[config.mk]
export PLATFORM = sky130hd
export DESIGN_NAME = fenced_ring_allocator
export DESIGN_NICKNAME = d
export VERILOG_FILES = /design/src/hdl/fra_pkg.sv /design/src/hdl/fra_cell.sv /design/src/hdl/fenced_ring_allocator.sv
export SDC_FILE = /design/constraint.sdc
export NUM_CORES = 2
export LEC_CHECK = 0
export BUFFER_PORTS_ARGS = -buffer_cell sky130_fd_sc_hd__buf_2
export CORE_MARGIN = 2
export CORE_UTILIZATION = 50
export DETAILED_ROUTE_END_ITERATION = 16
export GPL_ROUTABILITY_DRIVEN = 0
export GPL_TIMING_DRIVEN = 0
export PLACE_DENSITY = 0.74
export SLEW_MARGIN = 20
export SYNTH_ARGS = -nofsm -noshare
export SYNTH_HDL_FRONTEND = slang
export SYNTH_SLANG_ARGS = --single-unit
[constraint.sdc]
create_clock -name clock -period 12.27 [get_ports clock]
set_input_delay 0 -clock clock [delete_from_list [all_inputs] [get_ports clock]]
set_output_delay 0 -clock clock [all_outputs]
set_load 0.005 [all_outputs]
[src/hdl/fra_pkg.sv]
package fra_pkg;

   localparam int unsigned ADDR_W  = 32;
   localparam int unsigned FENCE_W = 48;
   localparam int unsigned ALIGN_W = 5;

   localparam logic [ADDR_W-1:0] HEAP_RESET = 32'd1048576;

   // command codes
   localparam logic CMD_ALLOC = 1'b0;
   localparam logic CMD_FRAME = 1'b1;

   // status codes
   localparam logic [1:0] STATUS_OK       = 2'd0;
   localparam logic [1:0] STATUS_BAD_SIZE = 2'd1;
   localparam logic [1:0] STATUS_NO_ROOM  = 2'd2;
   localparam logic [1:0] STATUS_FULL     = 2'd3;

   typedef enum logic [2:0] {
      ST_IDLE,
      ST_ALIGN,
      ST_PLACE,
      ST_RETIRE,
      ST_PUSH,
      ST_TAG,
      ST_DRAIN
   } fra_state_type;

   // one live range
   typedef struct packed {
      logic [ADDR_W-1:0]  start;
      logic [ADDR_W-1:0]  size;
      logic [FENCE_W-1:0] fence;
      logic               fenced;
   } fra_entry_type;

   // per-cell controls
   typedef struct packed {
      logic shift;
      logic load;
      logic tag;
   } fra_cell_ctrl_type;

endpackage

[src/hdl/fra_cell.sv]
module fra_cell
   import fra_pkg::*;
(
   input  logic               clock,
   input  fra_cell_ctrl_type  ctrl,
   input  fra_entry_type      neighbor,
   input  logic [ADDR_W-1:0]  load_start,
   input  logic [ADDR_W-1:0]  load_size,
   input  logic [FENCE_W-1:0] tag_fence,
   output fra_entry_type      entry
);

   fra_entry_type entry_ff;
   fra_entry_type entry_in;

   always_comb begin
      entry_in = entry_ff;
      if (ctrl.shift) begin
         entry_in = neighbor;
      end else if (ctrl.load) begin
         entry_in.start  = load_start;
         entry_in.size   = load_size;
         entry_in.fence  = '0;
         entry_in.fenced = 1'b0;
      end else if (ctrl.tag && !entry_ff.fenced) begin
         entry_in.fence  = tag_fence;
         entry_in.fenced = 1'b1;
      end
   end

   always_ff @(posedge clock) begin
      entry_ff <= entry_in;
   end

   assign entry = entry_ff;

endmodule

[src/hdl/fenced_ring_allocator.sv]
// channel   | ports                                   | handshake
// ----------+-----------------------------------------+------------------------------
// request   | req_command .. req_completed_fence      | transfer when start & !busy
// response  | rsp_status, rsp_range_start/bytes,      | rsp_valid high for one cycle,
//           | rsp_ranges_remain                       | always taken
// config    | csr_heap_bytes                          | transfer when csr_valid & csr_ready
//
// allocate runs align, place, overlap check (retiring done front ranges) and push;
//   an empty ring goes from align to push, a bad size answers from align. frame
//   complete answers from tag when it tags, else drains done ranges from the front:
//   the range queue pops one entry a cycle by shifting the whole row of cells.
// the response strobe comes in the cycle after the last state, when busy is already low.
// reset clears fsm and entry count, sets heap size to HEAP_RESET; range cells need none.
// the response side cannot stall.
module fenced_ring_allocator
   import fra_pkg::*;
#(
   parameter int unsigned MAX_RANGES = 16
)
(
   input  logic               clock,
   input  logic               reset,
   // request
   input  logic               start,
   output logic               busy,
   input  logic               req_command,
   input  logic [ADDR_W-1:0]  req_alloc_size,
   input  logic [ALIGN_W-1:0] req_align_log2,
   input  logic [FENCE_W-1:0] req_frame_fence,
   input  logic [FENCE_W-1:0] req_completed_fence,
   // response
   output logic               rsp_valid,
   output logic [1:0]         rsp_status,
   output logic [ADDR_W-1:0]  rsp_range_start,
   output logic [ADDR_W-1:0]  rsp_range_bytes,
   output logic               rsp_ranges_remain,
   // config
   input  logic               csr_valid,
   output logic               csr_ready,
   input  logic [ADDR_W-1:0]  csr_heap_bytes
);

   localparam int unsigned CNT_W = $clog2(MAX_RANGES + 1);

   // fsm and control state
   fra_state_type state_ff, state_in;
   logic [CNT_W-1:0]  count_ff, count_in;
   logic [ADDR_W-1:0] heap_ff;

   // latched request
   logic               cmd_ff;
   logic [ADDR_W-1:0]  size_ff;
   logic [ALIGN_W-1:0] align_ff;
   logic [FENCE_W-1:0] fence_ff;
   logic [FENCE_W-1:0] done_ff;

   // placement datapath
   logic [ADDR_W+1:0] aligned_ff, aligned_in;   // aligned end of newest range, no wrap
   logic [ADDR_W-1:0] start_ff, start_in;       // start of the range being placed
   logic [ADDR_W:0]   end_ff, end_in;           // start + size of that range
   logic [ADDR_W:0]   tail_end_ff, tail_end_in; // start + size of newest live range

   // response register
   logic              rsp_valid_ff, rsp_valid_in;
   logic [1:0]        rsp_status_ff, rsp_status_in;
   logic [ADDR_W-1:0] rsp_start_ff, rsp_start_in;
   logic [ADDR_W-1:0] rsp_bytes_ff, rsp_bytes_in;
   logic              rsp_remain_ff, rsp_remain_in;

   // cell row
   fra_cell_ctrl_type cell_ctrl [MAX_RANGES];
   fra_entry_type     cell_out  [MAX_RANGES];
   logic [MAX_RANGES-1:0] occupied;

   logic               take;
   logic               bad_size;
   logic               front_done;
   logic               overlap;
   logic               any_untagged;
   logic               tag_step;
   logic               pop;
   logic               push;
   logic [ADDR_W+1:0]  align_mask;
   logic [ADDR_W+2:0]  place_sum;
   logic               wrap;

   assign busy      = (state_ff != ST_IDLE);
   assign csr_ready = (state_ff == ST_IDLE);
   assign take      = start && !busy;

   // ---------------------------------------------------------------------
   // row of range cells, oldest range in cell 0; a pop shifts toward cell 0
   // ---------------------------------------------------------------------
   for (genvar i = 0; i < MAX_RANGES; i++) begin : g_cell
      fra_entry_type nb;
      if (i == MAX_RANGES - 1) begin : g_last
         assign nb = cell_out[i];
      end else begin : g_mid
         assign nb = cell_out[i+1];
      end

      assign occupied[i]        = (count_ff > CNT_W'(i));
      assign cell_ctrl[i].shift = pop;
      assign cell_ctrl[i].load  = push && (count_ff == CNT_W'(i));
      assign cell_ctrl[i].tag   = tag_step && occupied[i];

      fra_cell u_cell (
         .clock      (clock),
         .ctrl       (cell_ctrl[i]),
         .neighbor   (nb),
         .load_start (start_ff),
         .load_size  (size_ff),
         .tag_fence  (fence_ff),
         .entry      (cell_out[i])
      );
   end

   // untagged entries always form the newest run, so tagging every one of them
   // is the same as walking back from the newest
   always_comb begin
      any_untagged = 1'b0;
      for (int i = 0; i < MAX_RANGES; i++) begin
         any_untagged = any_untagged | (occupied[i] & ~cell_out[i].fenced);
      end
   end

   // front range status
   assign front_done = cell_out[0].fenced && (cell_out[0].fence <= done_ff);
   assign overlap    = (count_ff != '0) && (start_ff <= cell_out[0].start) &&
                       (end_ff > {1'b0, cell_out[0].start});

   // size check and alignment
   assign bad_size   = (size_ff == '0) || (size_ff > heap_ff);
   assign align_mask = ~({(ADDR_W+2){1'b1}} << align_ff);
   assign aligned_in = ({1'b0, tail_end_ff} + align_mask) & ~align_mask;

   // wrap to 0 when the range would reach the heap end
   assign place_sum  = {1'b0, aligned_ff} + {3'b000, size_ff};
   assign wrap       = place_sum >= {3'b000, heap_ff};

   // ---------------------------------------------------------------------
   // next state
   // ---------------------------------------------------------------------
   always_comb begin
      state_in = state_ff;
      case (state_ff)
         ST_IDLE: begin
            if (start) begin
               state_in = (req_command == CMD_FRAME) ? ST_TAG : ST_ALIGN;
            end
         end
         ST_ALIGN: begin
            if (bad_size) begin
               state_in = ST_IDLE;
            end else if (count_ff == '0) begin
               state_in = ST_PUSH;
            end else begin
               state_in = ST_PLACE;
            end
         end
         ST_PLACE: state_in = ST_RETIRE;
         ST_RETIRE: begin
            if (overlap) begin
               state_in = front_done ? ST_RETIRE : ST_IDLE;
            end else begin
               state_in = ST_PUSH;
            end
         end
         ST_PUSH: state_in = ST_IDLE;
         ST_TAG: state_in = any_untagged ? ST_IDLE : ST_DRAIN;
         ST_DRAIN: begin
            if ((count_ff == '0) || !front_done) begin
               state_in = ST_IDLE;
            end
         end
         default: state_in = ST_IDLE;
      endcase
   end

   // ---------------------------------------------------------------------
   // outputs and datapath controls
   // ---------------------------------------------------------------------
   always_comb begin
      pop           = 1'b0;
      push          = 1'b0;
      tag_step      = 1'b0;
      count_in      = count_ff;
      start_in      = start_ff;
      end_in        = end_ff;
      tail_end_in   = tail_end_ff;
      rsp_valid_in  = 1'b0;
      rsp_status_in = STATUS_OK;
      rsp_start_in  = '0;
      rsp_bytes_in  = '0;
      rsp_remain_in = 1'b0;
      case (state_ff)
         ST_IDLE: ;
         ST_ALIGN: begin
            if (bad_size) begin
               rsp_valid_in  = 1'b1;
               rsp_status_in = STATUS_BAD_SIZE;
            end else begin
               // empty ring places at 0
               start_in = '0;
               end_in   = {1'b0, size_ff};
            end
         end
         ST_PLACE: begin
            if (wrap) begin
               start_in = '0;
               end_in   = {1'b0, size_ff};
            end else begin
               start_in = aligned_ff[ADDR_W-1:0];
               end_in   = place_sum[ADDR_W:0];
            end
         end
         ST_RETIRE: begin
            if (overlap) begin
               if (front_done) begin
                  pop      = 1'b1;
                  count_in = count_ff - CNT_W'(1);
               end else begin
                  rsp_valid_in  = 1'b1;
                  rsp_status_in = STATUS_NO_ROOM;
               end
            end
         end
         ST_PUSH: begin
            rsp_valid_in = 1'b1;
            if (count_ff >= CNT_W'(MAX_RANGES)) begin
               rsp_status_in = STATUS_FULL;
            end else begin
               push         = 1'b1;
               count_in     = count_ff + CNT_W'(1);
               tail_end_in  = end_ff;
               rsp_start_in = start_ff;
               rsp_bytes_in = size_ff;
            end
         end
         ST_TAG: begin
            tag_step = 1'b1;
            if (any_untagged) begin
               rsp_valid_in  = 1'b1;
               rsp_remain_in = 1'b1;
            end
         end
         ST_DRAIN: begin
            if (count_ff == '0) begin
               rsp_valid_in = 1'b1;
            end else if (front_done) begin
               pop      = 1'b1;
               count_in = count_ff - CNT_W'(1);
            end else begin
               rsp_valid_in  = 1'b1;
               rsp_remain_in = 1'b1;
            end
         end
         default: ;
      endcase
   end

   // control registers
   always_ff @(posedge clock) begin
      if (reset) begin
         state_ff     <= ST_IDLE;
         count_ff     <= '0;
         heap_ff      <= HEAP_RESET;
         rsp_valid_ff <= 1'b0;
      end else begin
         state_ff     <= state_in;
         count_ff     <= count_in;
         rsp_valid_ff <= rsp_valid_in;
         if (csr_valid && csr_ready) begin
            heap_ff <= csr_heap_bytes;
         end
      end
   end

   // payload registers
   always_ff @(posedge clock) begin
      if (take) begin
         cmd_ff   <= req_command;
         size_ff  <= req_alloc_size;
         align_ff <= req_align_log2;
         fence_ff <= req_frame_fence;
         done_ff  <= req_completed_fence;
      end
      if (state_ff == ST_ALIGN) begin
         aligned_ff <= aligned_in;
      end
      start_ff      <= start_in;
      end_ff        <= end_in;
      tail_end_ff   <= tail_end_in;
      rsp_status_ff <= rsp_status_in;
      rsp_start_ff  <= rsp_start_in;
      rsp_bytes_ff  <= rsp_bytes_in;
      // a frame-complete result carries the remain flag, an allocate never does
      rsp_remain_ff <= rsp_remain_in & (cmd_ff == CMD_FRAME);
   end

   assign rsp_valid         = rsp_valid_ff;
   assign rsp_status        = rsp_status_ff;
   assign rsp_range_start   = rsp_start_ff;
   assign rsp_range_bytes   = rsp_bytes_ff;
   assign rsp_ranges_remain = rsp_remain_ff;

endmodule

==> impl_metrics.json <==
{
  "status": "finished clean",
  "clkSinkCount": 1670,
  "p_leak_nw": 35.07,
  "wl_met1_um": 73340,
  "met2WireLength_um": 90120,
  "p_sw_frac": 0.2392,
  "place_inst": 7076,
  "core_um2": 141900,
  "cts_htree_levels": 4,
  "fin_skew_ps": 34.57,
  "p_sw_mw": 3.164,
  "fillers": 10348,
  "cts-root-buf": "clkbuf_16",
  "fin_crit_sh": 0.5369,
  "p_per_area_nw_per_um2": 155.2,
  "synth-main-ff-cell": "edfxtp_1",
  "crit_arrival_ps": 7100,
  "cts_hold_buffers": 365,
  "syn_area_um2": 71740,
  "p_comb_frac": 0.119,
  "grt-ovfl-total": 0,
  "fp.dieH_um": 382.8,
  "tightest_slew_ps": 1256,
  "place.port_buffers": 239,
  "layout.nets": 6135,
  "area_growth_pct": 18.79,
  "finalSetupViolations": 0,
  "p_clk_frac": 0.384,
  "worstSetupPathType": "flip-flop to flip-flop",
  "ios": 240,
  "drt-pass1-iter-count": 5,
  "rrSetupSlack_ps": 5680,
  "cpPeakStageDelay_ps": 660,
  "wl_met3_um": 13820,
  "cts_made_buffers": 166,
  "startpoint_type": "flip-flop",
  "ir_worst_vdd_uv": 148.2,
  "synth_edf_count": 1562,
  "syn_inst": 4913,
  "postSynthAreaPerCell_um2": 14.60,
  "antenna_found_initial": 11,
  "synth-seq-cells": 1670,
  "cts_tree": "done",
  "power.sequential.fraction": 0.497,
  "grt_use_total": 0.2456,
  "worstPathMaxFanout": 10,
  "post_drt_wl_per_cell_um": 23.78,
  "path_cells": "ha_1, fa_1, a211oi_2, o21ai_1, a31o_2, o31ai_1, a21boi_0, o21ai_0, a21oi_1, o22ai_1, xnor2_1, ha_1, nand4_1, nor4_1, a21boi_0, o311ai_0, o2111ai_1, nor3_4, buf_6, mux2_1",
  "routed-via-count": 46539,
  "yosysSeqAreaShare": 0.6840,
  "min_path_cells": 2,
  "r2r_start": "size_ff[0]",
  "crit_path_end_kind": "flip-flop",
  "fmax_mhz": 151.8,
  "syn_nets": 5329,
  "critPathRequiredTime_ps": 12780,
  "rsz0062_at_grt": "no",
  "die-width_um": 382.8,
  "grt_pass1_wl_um": 276000,
  "clock_path_buffers": 3,
  "fin_tns_setup_ps": 0,
  "clk_latency_ps": 800,
  "cts-resized-gates": 0,
  "ys_warn_count": 0,
  "start_util": 0.5055,
  "drc": 0,
  "maxSlewViolCount": 0,
  "seqCellArea_um2": 49070,
  "ant_nets": 0,
  "drive_gt1_frac": 0.1310,
  "internal_power_mw": 10.06,
  "path_clk_slew_ps": 70,
  "grt_pass1_vias": 46723,
  "die_area_um2": 146500,
  "post-cts-setup-buffer-count": 0,
  "routed.top_layer": "met5",
  "drtIter0Drc": 4576,
  "max_slew_margin": 0.1625,
  "hpwl_um": 127300,
  "multi_input_area_um2": 20370,
  "wl_um": 184300,
  "reg2regPathDepth": 20,
  "hold_path.class": "input port to flip-flop",
  "grt_max_degree": 50,
  "drv_cap": 0,
  "routed_via_density": 6.004,
  "finalCriticalPeriod_ps": 6588,
  "r2r-end": "end_ff[29]",
  "cp_slowest_cell": "nor3_4",
  "hp-start": "req_completed_fence[17]",
  "synthArstFlopShare": 0,
  "num_rows": 138,
  "hold-path-endpoint": "done_ff[17]",
  "ys_types": 76,
  "hold_viol": 0,
  "fin_cells": 7751
}
[state kept, by name (all words and copies together), names as in the netlist, 2 cells and up]
name	count
done_ff	48
count_ff	5
aligned_ff	34
end_ff	33
g_cell.u_cell.entry	1296
rsp_status	2
rsp_range_start	32
size_ff	32
state_ff	3
align_ff	5
start_ff	32
tail_end_ff	33
rsp_range_bytes	32
fence_ff	48
heap_ff	32
[critical path, delay by kind of cell (launching register included)]
kind                       cells  cell delay, ps
AOI/OAI and AO/OA             11            3010
adders and majority gates      3            1000
and+or+nand+nor                3             950
DFF                            1             490
muxes                          1             370
buffers and inverters          1             270
xor gates and xnor gates       1             180
[layer usage]
layer | up-vias | GRT usage
li1 | 20692 | -
met1 | 23452 | 0.3149
met2 | 2029 | 0.4151
met3 | 362 | 0.04395
met4 | 4 | 0.09587
met5 | - | 0
[per-stage QoR]
stage	area (µm²)	power [mW]	utilization	setup slack [ps]	hold slack, ps
6_report	85220	13.23	0.6004	5682	125.9
4_1_cts	85200	13.24	0.6003	5794	40.05
2_1_floorplan	71740	7.648	-	6757	98.87
3_3_place_gp	75300	8.063	0.5305	3757	176.4
3_5_place_dp	76120	8.119	0.5363	5902	178.1
5_1_grt	85210	13.64	0.6003	5408	96.76
[synth_stat cells, drive strengths merged, types with 8 or more instances]
library cell	count	share of area
a211oi	12	0.0013
a21o	574	0.060
a21oi	160	0.011
a22o	720	0.088
a31oi	9	0.00078
and2	127	0.011
and3	73	0.0064
buf	240	0.016
clkbuf	195	0.010
dfxtp	108	0.030
edfxtp	1562	0.65
ha	244	0.043
inv	165	0.0086
mux2	32	0.0050
nand2	150	0.0078
nand2b	16	0.0014
nand3	22	0.0015
nand4	47	0.0041
nor2	120	0.0063
nor2b	23	0.0020
nor3	29	0.0022
nor4	14	0.0012
o21a	30	0.0031
o21ai	73	0.0051
o21bai	9	0.00094
o31ai	8	0.00084
xnor2	35	0.0043
xor2	15	0.0018
[logic make-up (layout without fill, tap and decap cells)]
| group | count (synthesis) | count (layout) | share of synthesized area |
|---|---|---|---|
| simple gates | 647 | 647 | 0.04658 |
| xor+xnor | 50 | 50 | 0.006104 |
| flops | 1670 | 1670 | 0.6840 |
| mux | 36 | 36 | 0.005581 |
| other cells | 1 | 7 | 0.00005227 |
| fa+ha+maj | 246 | 246 | 0.04311 |
| buf+inv | 600 | 1542 | 0.03488 |
| compound gates | 1663 | 1663 | 0.1797 |
[cell usage in the layout (no fill, tap or decap), drive strengths merged, types with 12 or more instances in the layout]
cell and n:
a211oi 12, a21o 574, a21oi 160, a22o 720, and2 127, and3 73, buf 513, clkbuf 412
clkinv 66, dfxtp 108, dlygate4sd3 365, edfxtp 1562, ha 244, inv 172, mux2 32, nand2 150
nand2b 16, nand3 22, nand4 47, nor2 120, nor2b 23, nor3 29, nor4 14, o21a 30
o21ai 73, xnor2 35, xor2 15
[worst max-delay path by stage]
| stage | slack, ps | cells after the start | start | endpoint |
|---|---|---|---|---|
| 2_1_floorplan | 6760 | 10 | state_ff[0] | g_cell[8].u_cell.entry[0] |
| 3_3_place_gp | 3760 | 10 | state_ff[0] | g_cell[8].u_cell.entry[25] |
| 3_5_place_dp | 5900 | 22 | size_ff[0] | end_ff[29] |
| 4_1_cts | 5790 | 22 | size_ff[0] | end_ff[29] |
| 5_1_grt | 5410 | 22 | size_ff[0] | end_ff[29] |
| 6_report | 5680 | 20 | size_ff[0] | end_ff[29] |
[cell type report]
| class | instances | area share |
|---|---|---|
| buffer | 435 | 0.02211 |
| tap | 1890 | 0.02775 |
| sequential | 1670 | 0.5758 |
| multi-input combinational | 2643 | 0.2390 |
| antenna | 6 | 0.0001762 |
| clock inverter | 87 | 0.008325 |
| clock buffer | 217 | 0.05543 |
| timing repair buffer | 638 | 0.06418 |
| inverter | 165 | 0.007268 |
[power by group through the flow]
stage | logic, mW | clock network (mW) | registers (mW)
floorplan | 1.00 | 0 | 6.65
global placement | 1.35 | 0 | 6.71
detailed placement | 1.43 | 0 | 6.69
CTS | 1.54 | 5.13 | 6.57
global route | 1.72 | 5.35 | 6.58
finish | 1.58 | 5.08 | 6.57
No activity file was read; power rests on OpenSTA's default activity.
